**config.mk**
```make
export PLATFORM = sky130hd
export DESIGN_NAME = lzfd_ctrl
export DESIGN_NICKNAME = d
export VERILOG_FILES = /design/src/hdl/lzfd_pkg.sv /design/src/hdl/lzfd_ctrl.sv
export SDC_FILE = /design/constraint.sdc
export NUM_CORES = 1
export LEC_CHECK = 0
export BUFFER_PORTS_ARGS = -buffer_cell sky130_fd_sc_hd__buf_2
export CAP_MARGIN = 25
export CORE_AREA = 2 2 39 41
export DETAILED_ROUTE_END_ITERATION = 10
export DIE_AREA = 0 0 41 43
export HOLD_SLACK_MARGIN = 0.12
export PLACE_DENSITY = 0.47
export REMOVE_ABC_BUFFERS = 1
export SLEW_MARGIN = 20
export SYNTH_ARGS = -nofsm -noshare
export SYNTH_HDL_FRONTEND = slang
export SYNTH_SLANG_ARGS = --single-unit
export TNS_END_PERCENT = 30
```
**constraint.sdc**
```tcl
create_clock -name clk -period 2.33 [get_ports clk]
set_input_delay 0.5825 -clock clk [delete_from_list [all_inputs] [get_ports clk]]
set_output_delay 0.5825 -clock clk [all_outputs]
set_load 0.02 [all_outputs]
```
**src/hdl/lzfd_pkg.sv**
```systemverilog
// Package for the LZF decompressor: parse codes, controller states, command and
// status structs and default sizes. Depends on nothing.
package lzfd_pkg;

  localparam int HISTORY_DEPTH_DEF = 8192;
  localparam int OUT_LANES_DEF     = 8;

  localparam int DIST_W  = 13;  // back-reference distance
  localparam int LEN_W   = 9;   // back-reference length
  localparam int RUN_W   = 6;   // literal run counters
  localparam int CNT_W   = 4;   // byte_count field
  localparam int WORD_W  = 64;  // out_bytes field

  localparam logic [2:0]       CTRL_LONG   = 3'b111;
  localparam logic [7:0]       LIT_LIMIT   = 8'd32;
  localparam logic [RUN_W-1:0] RUN_FULL    = RUN_W'(32);
  localparam logic [LEN_W-1:0] LEN_LONG    = LEN_W'(7);
  localparam logic [LEN_W-1:0] LEN_BIAS    = LEN_W'(2);

  typedef enum logic [2:0] {
    PS_START    = 3'd0,
    PS_LITERAL  = 3'd1,
    PS_CONTROL  = 3'd2,
    PS_EXTEND   = 3'd3,
    PS_DISTANCE = 3'd4
  } parse_t;

  typedef enum logic [2:0] {
    C_IDLE,
    C_DECODE,
    C_COPY_RD,
    C_COPY_WR,
    C_EMIT
  } ctrl_state_t;

  typedef struct packed {
    logic load_in;  // capture the incoming item
    logic decode;   // parse the held byte
    logic rd;       // read one history byte
    logic wr;       // append the read byte to history and lane word
    logic emit;     // move the lane word to the output register
  } dp_cmd_t;

  typedef struct packed {
    logic out_free;   // output register can take a result this cycle
    logic copy_go;    // held byte completes a valid back reference
    logic lane_done;  // byte being appended fills the word or ends the copy
    logic copy_end;   // no copy bytes left
  } dp_stat_t;

endpackage

```
**src/hdl/lzfd_ctrl.sv**
```systemverilog
// Controller state machine of the LZF decompressor.
// Depends on lzfd_pkg.
module lzfd_ctrl
  import lzfd_pkg::*;
(
  input  logic     clk,
  input  logic     rst,
  input  logic     in_valid,
  output logic     in_ready,
  input  dp_stat_t stat,
  output dp_cmd_t  cmd
);

  ctrl_state_t state, state_next;

  always_ff @(posedge clk) begin
    if (rst) begin
      state <= C_IDLE;
    end else begin
      state <= state_next;
    end
  end

  always_comb begin
    state_next = state;
    cmd        = '0;
    in_ready   = 1'b0;
    unique case (state)
      C_IDLE: begin
        in_ready = 1'b1;
        if (in_valid) begin
          cmd.load_in = 1'b1;
          state_next  = C_DECODE;
        end
      end
      C_DECODE: begin
        // hold until a result slot is free, so literals and errors can land
        if (stat.out_free) begin
          cmd.decode = 1'b1;
          state_next = stat.copy_go ? C_COPY_RD : C_IDLE;
        end
      end
      C_COPY_RD: begin
        cmd.rd     = 1'b1;
        state_next = C_COPY_WR;
      end
      C_COPY_WR: begin
        cmd.wr     = 1'b1;
        state_next = stat.lane_done ? C_EMIT : C_COPY_RD;
      end
      C_EMIT: begin
        if (stat.out_free) begin
          cmd.emit   = 1'b1;
          state_next = stat.copy_end ? C_IDLE : C_COPY_RD;
        end
      end
      default: state_next = C_IDLE;
    endcase
  end

endmodule

```
* Yosys cells after proc, flatten, opt, wreduce, memory -nomap -nowiden
Index checks and enable logic that the tools add are counted.
Word-level totals: memories kept 0, input port bits 7, RAM bits 0, output and inout bits 6, bits in registers 3, ROM bits 0, bits in latches 0
Operators by class: multipliers 0, bitwise logic cells 0, $add $sub $neg 0, reduce and logical (&&, ||, !) cells 2, div/mod/pow operators 0, multiplexer cells 15, order comparisons 0, shift-type cells 0, equal/unequal tests 7
Operators with widths (count):
- $pmux W3 S5 | 1
- $mux W3 | 4
- $mux W1 | 8
- $eq A3 B2 Y1 const B | 2
- $ne A2 B2 Y1 const B | 3
- $mux W2 | 2
- $eq A3 B1 Y1 const B | 1
- $eq A3 B3 Y1 const B | 1
- $logic_not A3 Y1 | 1
- $reduce_and A3 Y1 | 1

* Logic depth before layout (Yosys ltp)
word-level depth 3, gate-level depth with buffers 4, depth with buffers taken out 3

* Least setup slack after synthesis
No wires, ideal clock.
kind input -> output, start point input port stat[3] (netlist bit), end point output port cmd[3] (netlist bit), data arrival time 1.009 ns, slack 0.738 ns, path buffers 0, required time 1.747 ns, stages on the path 1, cell sequence nor4b_2
Between the ends: cells in the longest elaborated chain, start to end 2
RTL lines:
- start: declaration | RTL line lzfd_ctrl.sv:10 | input dp_stat_t stat,
- $mux W1 | RTL line lzfd_ctrl.sv:38 | if (stat.out_free) begin
- $mux W1 | RTL line lzfd_ctrl.sv:28 | unique case (state)
- end: declaration | RTL line lzfd_ctrl.sv:11 | output dp_cmd_t cmd
No other way between the ends.

==> results.yml <==
setup_path:
  reg2reg_from: "state[2]"
  worstSetupPathType: "reg -> out"
  crit_required_ns: 1.75
  cp-endpoint: "cmd[3]"
  cp-start-kind: "register"
  path_cells: "inv_4 -> nor4b_2 -> buf_2"
  max_stage_delay_ns: 0.55
  reg2reg_to: "state[1]"
  cp-end-kind: "output port"
  ff2ff_path_depth: 3
  crit_start: "state[0]"
  path_max_fanout: 8
  slowest_stage: "dfxtp_1"
  reg2reg_slack_ns: 1.23
  critPathArrivalTime_ns: 1.31
clock_network:
  postCtsSetupRepairBufs: 0
  cts_buffers: 3
  h-tree-depth: 1
  cts-hold-fix-buffers: 0
  cts_tree: "done"
  cts_buffer_depth: 2
  insertion_delay_ns: 0.23
  cts-root-buf: "clkbuf_4"
  cts_resized: 0
  clock_sinks: 3
  clk_pin_slew_ns: 0.04
min_path:
  hold_class: "in -> reg"
  min_from: "rst"
sta:
  max_slew.worst_pin.slew_ns: 0.475
  hold_viol: 0
  fin_crit_ns: 1.89
  timing.setup.tns_ns: 0
  finClkSkew_ns: 0.00151
  period_share_pct: 81.1
  setup_viol: 0
  fmaxAchievable_ghz: 0.529
  rsz0062_at_grt: "false"
  timing.hold.ws_ns: 0.565
  maxSlewViolCount: 0
  relSlewSlack_pct: 68.3
yosys:
  ys_seq_area_share_pct: 22.7
  synth_cell_types: 19
  syn_area_um2: 264
  yosysTopAreaCell: "dfxtp_1"
  synth_top_area_share_pct: 22.7
  avgSynthCellArea_um2: 10.2
  yosysWarningCount: 0
  synth_cells: 26
  ys_ff_latch: 3
  synth.top_cells.by_area: "dfxtp_1 (23%), buf_6 (13%), a21oi_2 (10%)"
pwr:
  p_int_mw: 0.138
  combPwrFrac_pct: 21.1
  vdd.ir_drop.worst_uv: 111
  power.total_mw: 0.195
  p_sw_mw: 0.0569
  p_leak_nw: 0.145
  seq_power_share_pct: 32.6
  power_density_mw_per_mm2: 579
  swShare_pct: 29.2
  p_clk_share_pct: 46.3
route:
  via_per_inst: 4.18
  vias: 230
  drt-pass1-iter-count: 2
  wire_per_inst_um: 9.31
  ant_nets: 0
  wl_um: 512
  drcViolationCount: 0
  drtIter0Drc: 2
final_layout:
  diodes: 0
  largest_reg_flops: 3
  num-nets-final: 47
  regMostFlops: "state"
  layout-drive-gt1-share_pct: 64.1
  top_regs: "state (3)"
  area_delta_synth_final_pct: 27.5
status:
  outcome: "finished, final reports clean"
placed_design:
  dp_hpwl_um: 389
  globalplace.congestion: 0.610
  port_buffers: 12
floorplanning:
  ios: 13
  die-area_mm2: 0.00176
  initial_core_util_pct: 19.1
  core-area_mm2: 0.00138
  die_w_um: 41
  fp.dieH_um: 43
  rows: 14
global_route:
  grt.met2_usage_pct: 9.69
  grt_pass1_wl_um: 828
  grt_start_max_net_pins: 12
  antenna_found_initial: 0
  grt_usage_pct: 7.63
  gr-usage-met1_pct: 7.72
  grtUsageMet3_pct: 3.14
  top_usage_layer: "met4"
  gr-total-overflow: 0
  grt_pass1_vias: 209
job:
  cap_viol_max_count: 0
stage by stage:
step	worst slack, ns	std cells	cell area (µm²)	utilization (%)
after global routing	0.372	55	337	24.3
after global placement	0.670	51	310	22.4
final	0.440	55	337	24.3
after detailed placement	0.656	51	310	22.4
after floorplan	0.626	23	230	-
after CTS	0.431	55	337	24.3
critical path, delay by kind of cell (launching register included):
| family | cells | cell delay (ns) |
|---|---|---|
| flip-flops | 1 | 0.55 |
| AND/OR/NAND/NOR | 1 | 0.25 |
| buffers and inverters | 2 | 0.27 |
power groups by stage:
stage / clock network, mW / registers [mW] / logic [mW]
6_report: 0.0904 / 0.0635 / 0.0411
5_1_grt: 0.0987 / 0.0640 / 0.0454
4_1_cts: 0.0973 / 0.0634 / 0.0418
3_5_place_dp: 0 / 0.0642 / 0.0417
3_3_place_gp: 0 / 0.0647 / 0.0415
2_1_floorplan: 0 / 0.0627 / 0.0271
Yosys cell counts:
master,n
a21o_1,1
a21oi_1,1
a21oi_2,3
and2_1,1
and3_1,1
buf_6,3
dfxtp_1,3
inv_4,1
nand3b_1,1
nand4b_1,1
nor2_1,1
nor3_2,2
nor3_4,1
nor3b_1,1
nor3b_2,1
nor4b_2,1
o21ai_1,1
o21ai_2,1
o31ai_1,1
layout by cell type, fill, tap and decap left out, types with 2 or more instances in the layout:
cell / count
buf_2: 12
dfxtp_1: 3
a21oi_2: 3
nor3_2: 2
clkbuf_4: 3
cell families after synthesis:
family          after synthesis  share of synthesized area, %
compound gates                8                          22.7
buf+inv                       4                          15.2
flops                         3                          22.7
simple gates                 11                          39.3
worst min path at each step:
stage,endpoint,slack [ns],depth (start not counted)
3_5_place_dp,state[2],0.68,2
6_report,state[2],0.57,2
2_1_floorplan,state[2],0.62,2
4_1_cts,state[2],0.55,2
3_3_place_gp,state[2],0.69,2
5_1_grt,state[2],0.58,2
metal layers:
metal / up-vias / wire (µm)
met4: 0 / 0
met5: - / 0
met3: 0 / 49
li1: 123 / -
met2: 8 / 242
met1: 99 / 219
layout make-up:
class,count,area [µm²]
Tap cell,16,20.0
Fill cell,170,1050
Clock buffer,4,26.3
Timing Repair Buffer,12,60.1
Inverter,1,6.26
Sequential cell,3,60.1
Multi-Input combinational cell,19,164
Power figures use the tool's default switching activity.
